### src/rtl/core/dsd_pkg.sv
// Shared types and constants for the dominant stride detector.
// Used by dsd_ctrl, dsd_datapath and dominant_stride_detector_unit; no dependencies.
`timescale 1ns / 1ps

package dsd_pkg;

    // Bucket table size and derived widths
    localparam int BUCKETS   = 16;
    localparam int IDX_W     = (BUCKETS > 1) ? $clog2(BUCKETS) : 1;
    localparam int USED_W    = $clog2(BUCKETS + 1);

    // Field widths
    localparam int ADDR_W    = 64;
    localparam int GAP_W     = 16;
    localparam int VOTE_W    = 32;
    localparam int CFG_W     = 16;
    localparam int CFG_IDX_W = 1;

    // Configuration register indexes
    localparam logic [CFG_IDX_W-1:0] CFG_MAX_GAP   = 1'b0;
    localparam logic [CFG_IDX_W-1:0] CFG_MIN_VOTES = 1'b1;

    // Configuration reset values
    localparam logic [CFG_W-1:0] MAX_GAP_RST   = 16'h2000;
    localparam logic [CFG_W-1:0] MIN_VOTES_RST = 16'd4;

    // Controller states
    typedef enum logic [1:0] {
        ST_IDLE,
        ST_VOTE,
        ST_SCAN,
        ST_EMIT
    } state_t;

    // Controller to datapath commands
    typedef struct packed {
        logic take;       // latch input word, form gap
        logic vote;       // apply gap to bucket table
        logic scan_init;  // reset scan pointer and running best
        logic scan_step;  // examine one bucket
        logic emit;       // load result register, clear stream state
    } cmd_t;

    // Datapath to controller status
    typedef struct packed {
        logic last;       // latched word closes the stream
        logic scan_done;  // scan pointer at final bucket
        logic out_full;   // result register holds a word not taken this cycle
    } status_t;

endpackage

### src/rtl/core/dsd_ctrl.sv
// Sequencing controller for the dominant stride detector.
// Depends on dsd_pkg for state, command and status types.
`timescale 1ns / 1ps

module dsd_ctrl
(
    input  logic             clk,
    input  logic             rst_n,
    input  logic             in_valid,
    output logic             in_stall,
    input  dsd_pkg::status_t status,
    output dsd_pkg::cmd_t    cmd
);

    dsd_pkg::state_t state_reg;
    dsd_pkg::state_t state_next;

    // State register
    always_ff @(posedge clk or negedge rst_n)
    begin
        if (!rst_n)
        begin
            state_reg <= dsd_pkg::ST_IDLE;
        end
        else
        begin
            state_reg <= state_next;
        end
    end

    // Next state and commands
    always_comb
    begin
        state_next = state_reg;
        cmd        = '0;
        in_stall   = 1'b1;
        case (state_reg)
            dsd_pkg::ST_IDLE:
            begin
                in_stall = 1'b0;
                if (in_valid)
                begin
                    cmd.take   = 1'b1;
                    state_next = dsd_pkg::ST_VOTE;
                end
            end
            dsd_pkg::ST_VOTE:
            begin
                cmd.vote = 1'b1;
                if (status.last)
                begin
                    cmd.scan_init = 1'b1;
                    state_next    = dsd_pkg::ST_SCAN;
                end
                else
                begin
                    state_next = dsd_pkg::ST_IDLE;
                end
            end
            dsd_pkg::ST_SCAN:
            begin
                cmd.scan_step = 1'b1;
                if (status.scan_done)
                begin
                    state_next = dsd_pkg::ST_EMIT;
                end
            end
            dsd_pkg::ST_EMIT:
            begin
                // hold until the result register can take the word
                if (!status.out_full)
                begin
                    cmd.emit   = 1'b1;
                    state_next = dsd_pkg::ST_IDLE;
                end
            end
            default:
            begin
                state_next = dsd_pkg::ST_IDLE;
            end
        endcase
    end

    // A word is taken only from idle
    a_take_idle: assert property (@(posedge clk) disable iff (!rst_n)
        cmd.take |-> state_reg == dsd_pkg::ST_IDLE)
        else $error("word taken outside idle");

    // Voting always leaves the vote state in the cycle after it
    a_vote_one: assert property (@(posedge clk) disable iff (!rst_n)
        state_reg == dsd_pkg::ST_VOTE |=>
            state_reg == dsd_pkg::ST_IDLE || state_reg == dsd_pkg::ST_SCAN)
        else $error("vote state held");

    // Emit never overwrites a waiting result
    a_emit_free: assert property (@(posedge clk) disable iff (!rst_n)
        cmd.emit |-> !status.out_full)
        else $error("result overwritten");

endmodule

### src/rtl/core/dsd_datapath.sv
// Datapath of the dominant stride detector: gap former, bucket table, winner scan,
// configuration registers and result register. Depends on dsd_pkg.
`timescale 1ns / 1ps

module dsd_datapath
(
    input  logic                           clk,
    input  logic                           rst_n,
    input  dsd_pkg::cmd_t                  cmd,
    output dsd_pkg::status_t               status,
    input  logic [dsd_pkg::ADDR_W-1:0]     address,
    input  logic                           last,
    input  logic                           cfg_we,
    input  logic [dsd_pkg::CFG_IDX_W-1:0]  cfg_index,
    input  logic [dsd_pkg::CFG_W-1:0]      cfg_data,
    output logic                           out_valid,
    input  logic                           out_stall,
    output logic [dsd_pkg::GAP_W-1:0]      stride
);

    // Configuration
    logic [dsd_pkg::CFG_W-1:0]  max_gap_reg;
    logic [dsd_pkg::CFG_W-1:0]  min_votes_reg;

    // Stream state
    logic [dsd_pkg::ADDR_W-1:0] prev_address_reg;
    logic                       awaiting_reg;
    logic                       last_reg;
    logic                       gap_ok_reg;
    logic [dsd_pkg::GAP_W-1:0]  gap_reg;
    logic [dsd_pkg::USED_W-1:0] used_reg;
    logic [dsd_pkg::USED_W-1:0] used_next;

    // Bucket table, valid below used_reg
    logic [dsd_pkg::GAP_W-1:0]  bucket_gap_reg   [dsd_pkg::BUCKETS];
    logic [dsd_pkg::VOTE_W-1:0] bucket_votes_reg [dsd_pkg::BUCKETS];

    // Scan
    logic [dsd_pkg::IDX_W-1:0]  scan_idx_reg;
    logic [dsd_pkg::VOTE_W-1:0] best_votes_reg;
    logic [dsd_pkg::GAP_W-1:0]  best_gap_reg;

    // Result
    logic                       out_valid_reg;
    logic [dsd_pkg::GAP_W-1:0]  stride_reg;

    logic [dsd_pkg::ADDR_W-1:0] gap_full;
    logic                       gap_ok;
    logic [dsd_pkg::BUCKETS-1:0] hit;
    logic                       any_hit;
    logic                       alloc;
    logic [dsd_pkg::VOTE_W-1:0] scan_votes;
    logic                       scan_live;

    // Form the gap and decide whether it votes
    assign gap_full = address - prev_address_reg;
    assign gap_ok   = !awaiting_reg && (prev_address_reg != '0) && (address != '0)
                      && (gap_full != '0)
                      && (gap_full[dsd_pkg::ADDR_W-1:dsd_pkg::GAP_W] == '0)
                      && (gap_full[dsd_pkg::GAP_W-1:0] <= max_gap_reg);

    // Match the gap against live buckets
    always_comb
    begin
        for (int i = 0; i < dsd_pkg::BUCKETS; i++)
        begin
            hit[i] = (dsd_pkg::USED_W'(i) < used_reg) && (bucket_gap_reg[i] == gap_reg);
        end
    end

    assign any_hit = |hit;
    assign alloc   = cmd.vote && gap_ok_reg && !any_hit
                     && (used_reg < dsd_pkg::USED_W'(dsd_pkg::BUCKETS));

    // Fill count
    always_comb
    begin
        used_next = used_reg;
        if (cmd.emit)
        begin
            used_next = '0;
        end
        else if (alloc)
        begin
            used_next = used_reg + 1'b1;
        end
    end

    // Configuration write
    always_ff @(posedge clk or negedge rst_n)
    begin
        if (!rst_n)
        begin
            max_gap_reg   <= dsd_pkg::MAX_GAP_RST;
            min_votes_reg <= dsd_pkg::MIN_VOTES_RST;
        end
        else if (cfg_we)
        begin
            case (cfg_index)
                dsd_pkg::CFG_MAX_GAP:   max_gap_reg   <= cfg_data;
                dsd_pkg::CFG_MIN_VOTES: min_votes_reg <= cfg_data;
                default:                ;
            endcase
        end
    end

    // Stream control state
    always_ff @(posedge clk or negedge rst_n)
    begin
        if (!rst_n)
        begin
            prev_address_reg <= '0;
            awaiting_reg     <= 1'b1;
            last_reg         <= 1'b0;
            gap_ok_reg       <= 1'b0;
            used_reg         <= '0;
        end
        else
        begin
            used_reg <= used_next;
            if (cmd.take)
            begin
                prev_address_reg <= address;
                awaiting_reg     <= 1'b0;
                last_reg         <= last;
                gap_ok_reg       <= gap_ok;
            end
            else if (cmd.emit)
            begin
                prev_address_reg <= '0;
                awaiting_reg     <= 1'b1;
                last_reg         <= 1'b0;
                gap_ok_reg       <= 1'b0;
            end
        end
    end

    // Gap payload
    always_ff @(posedge clk)
    begin
        if (cmd.take)
        begin
            gap_reg <= gap_full[dsd_pkg::GAP_W-1:0];
        end
    end

    // Vote into a matching bucket or open a new one; counts saturate
    always_ff @(posedge clk)
    begin
        for (int i = 0; i < dsd_pkg::BUCKETS; i++)
        begin
            if (cmd.vote && gap_ok_reg && hit[i])
            begin
                if (bucket_votes_reg[i] != '1)
                begin
                    bucket_votes_reg[i] <= bucket_votes_reg[i] + 1'b1;
                end
            end
            else if (alloc && (used_reg == dsd_pkg::USED_W'(i)))
            begin
                bucket_gap_reg[i]   <= gap_reg;
                bucket_votes_reg[i] <= dsd_pkg::VOTE_W'(1);
            end
        end
    end

    // Winner scan: one bucket per cycle, strict greater keeps the earliest
    assign scan_votes = bucket_votes_reg[scan_idx_reg];
    assign scan_live  = dsd_pkg::USED_W'(scan_idx_reg) < used_reg;

    always_ff @(posedge clk or negedge rst_n)
    begin
        if (!rst_n)
        begin
            scan_idx_reg <= '0;
        end
        else if (cmd.scan_init)
        begin
            scan_idx_reg <= '0;
        end
        else if (cmd.scan_step)
        begin
            scan_idx_reg <= scan_idx_reg + 1'b1;
        end
    end

    always_ff @(posedge clk)
    begin
        if (cmd.scan_init)
        begin
            best_votes_reg <= '0;
            best_gap_reg   <= '0;
        end
        else if (cmd.scan_step && scan_live && (scan_votes > best_votes_reg))
        begin
            best_votes_reg <= scan_votes;
            best_gap_reg   <= bucket_gap_reg[scan_idx_reg];
        end
    end

    // Result register
    always_ff @(posedge clk or negedge rst_n)
    begin
        if (!rst_n)
        begin
            out_valid_reg <= 1'b0;
        end
        else if (cmd.emit)
        begin
            out_valid_reg <= 1'b1;
        end
        else if (!out_stall)
        begin
            out_valid_reg <= 1'b0;
        end
    end

    always_ff @(posedge clk)
    begin
        if (cmd.emit)
        begin
            stride_reg <= (best_votes_reg >= dsd_pkg::VOTE_W'(min_votes_reg))
                          ? best_gap_reg : '0;
        end
    end

    assign out_valid        = out_valid_reg;
    assign stride           = stride_reg;
    assign status.last      = last_reg;
    assign status.scan_done = scan_idx_reg == dsd_pkg::IDX_W'(dsd_pkg::BUCKETS - 1);
    assign status.out_full  = out_valid_reg && out_stall;

    // Fill count stays within the table
    a_used_range: assert property (@(posedge clk) disable iff (!rst_n)
        used_reg <= dsd_pkg::USED_W'(dsd_pkg::BUCKETS))
        else $error("bucket count overflow");

    // Emit leaves the stream cleared
    a_emit_clear: assert property (@(posedge clk) disable iff (!rst_n)
        cmd.emit |=> used_reg == '0 && awaiting_reg && out_valid_reg)
        else $error("stream state not cleared on emit");

    // At most one bucket matches a gap
    a_hit_unique: assert property (@(posedge clk) disable iff (!rst_n)
        cmd.vote |-> $onehot0(hit))
        else $error("duplicate bucket gap");

endmodule

### src/rtl/core/dominant_stride_detector_unit.sv
// Dominant stride detector: finds the most frequent gap between consecutive record addresses.
// Each address word passes two steps: one takes it and forms the gap, one votes it into
// the flop-based bucket table (all buckets compared at once). A word with last set adds a
// winner scan through the table, one bucket a cycle, and an emit step that waits while
// the result register still holds an untaken word. Input stall
// is low only when idle; a finished result waits in its own register and does not block
// new input. Configuration: index 0 max_gap, index 1 min_votes; write only while idle.
// Depends on dsd_pkg, dsd_ctrl and dsd_datapath.
`timescale 1ns / 1ps

module dominant_stride_detector_unit
(
    input  logic                           clk,
    input  logic                           rst_n,
    input  logic                           in_valid,
    output logic                           in_stall,
    input  logic [dsd_pkg::ADDR_W-1:0]     address,
    input  logic                           last,
    output logic                           out_valid,
    input  logic                           out_stall,
    output logic [dsd_pkg::GAP_W-1:0]      stride,
    input  logic                           cfg_we,
    input  logic [dsd_pkg::CFG_IDX_W-1:0]  cfg_index,
    input  logic [dsd_pkg::CFG_W-1:0]      cfg_data
);

    dsd_pkg::cmd_t    cmd;
    dsd_pkg::status_t status;

    // Sequencer
    dsd_ctrl u_ctrl
    (
        .clk      (clk),
        .rst_n    (rst_n),
        .in_valid (in_valid),
        .in_stall (in_stall),
        .status   (status),
        .cmd      (cmd)
    );

    // Gap, bucket table and result
    dsd_datapath u_datapath
    (
        .clk       (clk),
        .rst_n     (rst_n),
        .cmd       (cmd),
        .status    (status),
        .address   (address),
        .last      (last),
        .cfg_we    (cfg_we),
        .cfg_index (cfg_index),
        .cfg_data  (cfg_data),
        .out_valid (out_valid),
        .out_stall (out_stall),
        .stride    (stride)
    );

endmodule
### config.mk
export PLATFORM = sky130hd
export DESIGN_NAME = dominant_stride_detector_unit
export DESIGN_NICKNAME = d
export VERILOG_FILES = /design/src/rtl/core/dsd_pkg.sv /design/src/rtl/core/dsd_ctrl.sv /design/src/rtl/core/dsd_datapath.sv /design/src/rtl/core/dominant_stride_detector_unit.sv
export SDC_FILE = /design/constraint.sdc
export NUM_CORES = 2
export LEC_CHECK = 0
export BUFFER_PORTS_ARGS = -buffer_cell sky130_fd_sc_hd__buf_2
export CORE_UTILIZATION = 45
export CTS_CLUSTER_DIAMETER = 100
export DETAILED_ROUTE_END_ITERATION = 7
export PLACE_DENSITY_LB_ADDON = 0.15
export SYNTH_ARGS = -nofsm -noshare
export SYNTH_HDL_FRONTEND = slang
export SYNTH_SLANG_ARGS = --single-unit
### constraint.sdc
create_clock -name clk -period 11.5 [get_ports clk]
set_clock_uncertainty 0.15 [all_clocks]
set_input_delay 1.15 -clock clk [delete_from_list [all_inputs] [get_ports clk]]
set_output_delay 1.15 -clock clk [all_outputs]
set_load 0.02 [all_outputs]
==> flow_summary_export.csv <==
group,metric,value,unit
yosys,synth_top_family_by_area,"simple AND/OR/NAND/NOR gates",
floorplan,pin_count,105,
routing,postRouteAntennaNets,0,
placement,portBuffers,104,
placement,post_dp_cell_area,0.0589,mm2
yosys,synth_edf_count,768,
yosys,synth_fa_ha_area_frac,0.0337,
placement,dp_hpwl,121000,um
critical_path,crit_family,"multiplexers",
critical_path,crit_chain,"buf_12, mux4_2, mux4_2, ha_1, a21o_1, a21o_1, a21o_1, a21oi_1, nor2b_1, o21ai_0, nand2b_1, a21oi_1, nor3_1, o31ai_4, buf_4, mux2i_1",
layout,fin_nets,5375,
cts,clock-sinks,959,
pwr,ir_worst_vdd,153,uV
critical_path,arrival,6.40,ns
critical_path,cp_num_cells,16,
timing,setup_viol,0,
yosys,synthXorXnorAreaFrac,0.117,
floorplan,row_count,129,
grt,grt_pass1_vias,39100,
critical_path,cp_num_buf_inv,2,
routing,routed_wl,164000,um
routing,drcViolationCount,0,
floorplan,dieArea,0.127,mm2
yosys,synth_compound_area_frac,0.0609,
yosys,ys_seq_elements,959,
layout,regArea,0.0275,mm2
cts,cts_root_buf,"clkbuf_16",
pwr,p_per_area,198,mW/mm2
pwr,p_leak,20.9,nW
critical_path,slowest_stage,"dfrtp_4",
critical_path,cp-startpoint,"u_datapath.scan_idx_reg[0]",
cts,htree_num_levels,3,
pwr,power.total,0.0124,W
status,outcome,"finished, final reports clean",
cts,cts_resized,0,
routing,vias_per_cell,5.91,
worst_hold_path,hp-class,"reg -> reg",
timing,hold_viol,0,
timing,fmax,0.169,GHz
cts,cts_buffer_depth,3,
critical_path,rr_endpoint,"u_datapath.best_votes_reg[1]",
grt,antenna_found_initial,22,
critical_path,cp_slowest_stage_delay,0.86,ns
yosys,synth_top_area_frac,0.407,
layout,area_delta_synth_final,10.8,%
grt,grt_pass1_wl,248000,um
yosys,synthMuxAreaShare,0.109,
yosys,synth_area_per_cell,11.1,um2
timing,grt_setup_unrepaired,"no",
yosys,netlist_top_cells_area,"edfxtp_1 41%, mux4_2 9.5%, xor2_1 6.5%",
critical_path,r2r_slack,5.57,ns
grt,grt_overflow,0,
floorplan,die_h,357,um
routing,vias,40634,
placement,gp_congestion,0.940,
timing,post-route-period-util,0.515,
yosys,synth_ff_type,"edfxtp_1",
floorplan,die_x,357,um
layout,nFillCells,10996,
floorplan,start_util,0.456,
yosys,async_flop_share,0.116,
cts,cts_setup_buffers,0,
routing,dr.pass1.iters,6,
critical_path,worstReg2RegStart,"u_datapath.scan_idx_reg[0]",
grt,grt_max_degree,101,
timing,period_minus_slack,5.93,ns
yosys,synth-warning-count,0,
yosys,syn_area,0.0566,mm2
layout,fin_area,0.0628,mm2
critical_path,r2r_cells,16,
yosys,syn_nets,5325,
layout,largest_reg_flops,512,
grt,grt_use_total,0.257,
timing,slew_viol_final,0,
layout,multi_input_area,0.0276,mm2
cts,path_clk_slew,0.06,ns
yosys,synth_cell_types,95,
layout,drive_gt1_frac,0.129,
floorplan,core,0.124,mm2
yosys,synth_top_cell_by_area,"edfxtp_1",
routing,first_iter_violations,4248,
critical_path,crit_path_frequent_cell,"a21o_1",
cts,clock_latency,0.73,ns
timing,tns,0,ns
critical_path,crit_type,"reg -> reg",
critical_path,crit_path_end,"u_datapath.best_votes_reg[1]",
cts,cts_hold_buf,0,
flow_run,drv_cap,0,
critical_path,end_kind,"flop",
yosys,seq_area_frac_synth,0.485,
routing,wl_per_cell,23.8,um
yosys,syn_inst,5086,
critical_path,critPathRequiredTime,11.98,ns
critical_path,start_kind,"flop",
cts,cts_buffers,108,
yosys,synthSimpleGateAreaFrac,0.163,
timing,maxSlewHeadroom,0.208,
critical_path,cp_max_fo,96,
timing,worstMarginPinSlew,1.19,ns
cts,cts_tree,"built",
metal layers:
metal | GRT usage | routed length [um]
met3 | 0.0420 | 12100
met1 | 0.376 | 73800
met5 | 0 | 174
met4 | 0.0678 | 3860
met2 | 0.395 | 73700
stage by stage:
stage / setup WS (ns) / util / instances / hold WS, ns
floorplan: 6.19 / - / 5086 / 0.283
global placement: 5.54 / 0.474 / 6663 / 0.291
detailed placement: 5.44 / 0.474 / 6663 / 0.298
CTS: 5.56 / 0.505 / 6869 / 0.307
global route: 5.13 / 0.505 / 6869 / 0.329
finish: 5.57 / 0.505 / 6870 / 0.304
cells in the mapped netlist (122+ instances only):
master and count:
xor2_1 423, edfxtp_1 768, nor2_1 710, nand3_1 208
clkbuf_1 122, inv_1 230, mux4_2 239, a21oi_1 135
nand4_1 161, xnor2_1 334, nand2_1 412, ha_1 151
worst reg2reg max path, delay by kind of cell, from the launching register on:
family | cells | cell delay, ns
compound gates | 7 | 1.33
fa+ha+maj | 1 | 0.21
buf+inv | 2 | 1.34
flops | 1 | 0.86
mux | 3 | 1.73
simple gates | 3 | 0.22
worst min path at each step:
stage | cells after the start | slack [ns] | from | end
3_3_place_gp | 2 | 0.29 | u_datapath.best_gap_reg[4] | u_datapath.best_gap_reg[4]
5_1_grt | 2 | 0.33 | u_datapath.best_votes_reg[19] | u_datapath.best_votes_reg[19]
6_report | 2 | 0.30 | u_datapath.best_gap_reg[9] | u_datapath.best_gap_reg[9]
4_1_cts | 2 | 0.31 | u_datapath.best_gap_reg[7] | u_datapath.best_gap_reg[7]
3_5_place_dp | 2 | 0.30 | u_datapath.best_gap_reg[7] | u_datapath.best_gap_reg[7]
2_1_floorplan | 2 | 0.28 | u_datapath.best_gap_reg[0] | u_datapath.best_gap_reg[0]
layout make-up:
cell class / count / share of cell area
multi-input cells: 3678 / 0.439
flip-flops and latches: 959 / 0.438
clock buffers: 138 / 0.0488
well taps: 1637 / 0.0326
repair buffers: 158 / 0.0152
inverters: 231 / 0.0138
clock inverters: 68 / 0.0127
diodes: 1 / 0.0000399
kinds of logic (layout without fill, tap and decap cells):
| kind of cell | count (synthesis) | after routing |
|---|---|---|
| adders and majority gates | 152 | 152 |
| xor gates and xnor gates | 757 | 757 |
| buffers and inverters | 449 | 595 |
| other | 0 | 1 |
| muxes | 313 | 313 |
| DFF | 959 | 959 |
| AOI/OAI and AO/OA | 503 | 503 |
| and+or+nand+nor | 1953 | 1953 |
power breakdown:
part,total [W],switching [W],internal (W)
registers,0.00443,0.000323,0.00411
logic,0.00426,0.00255,0.00171
clock network,0.00376,0.00152,0.00224
layout by cell type (no fill, tap or decap), types with 113 or more instances in the layout:
| cell type | n |
|---|---|
| nand4_1 | 161 |
| nand2_1 | 412 |
| clkbuf_16 | 113 |
| inv_1 | 230 |
| a21oi_1 | 133 |
| edfxtp_1 | 768 |
| ha_1 | 151 |
| mux4_2 | 239 |
| xor2_1 | 423 |
| xnor2_1 | 334 |
| nand3_1 | 208 |
| and3_1 | 118 |
| nor2_1 | 702 |
Note: power is estimated with default switching activity, not from simulation.
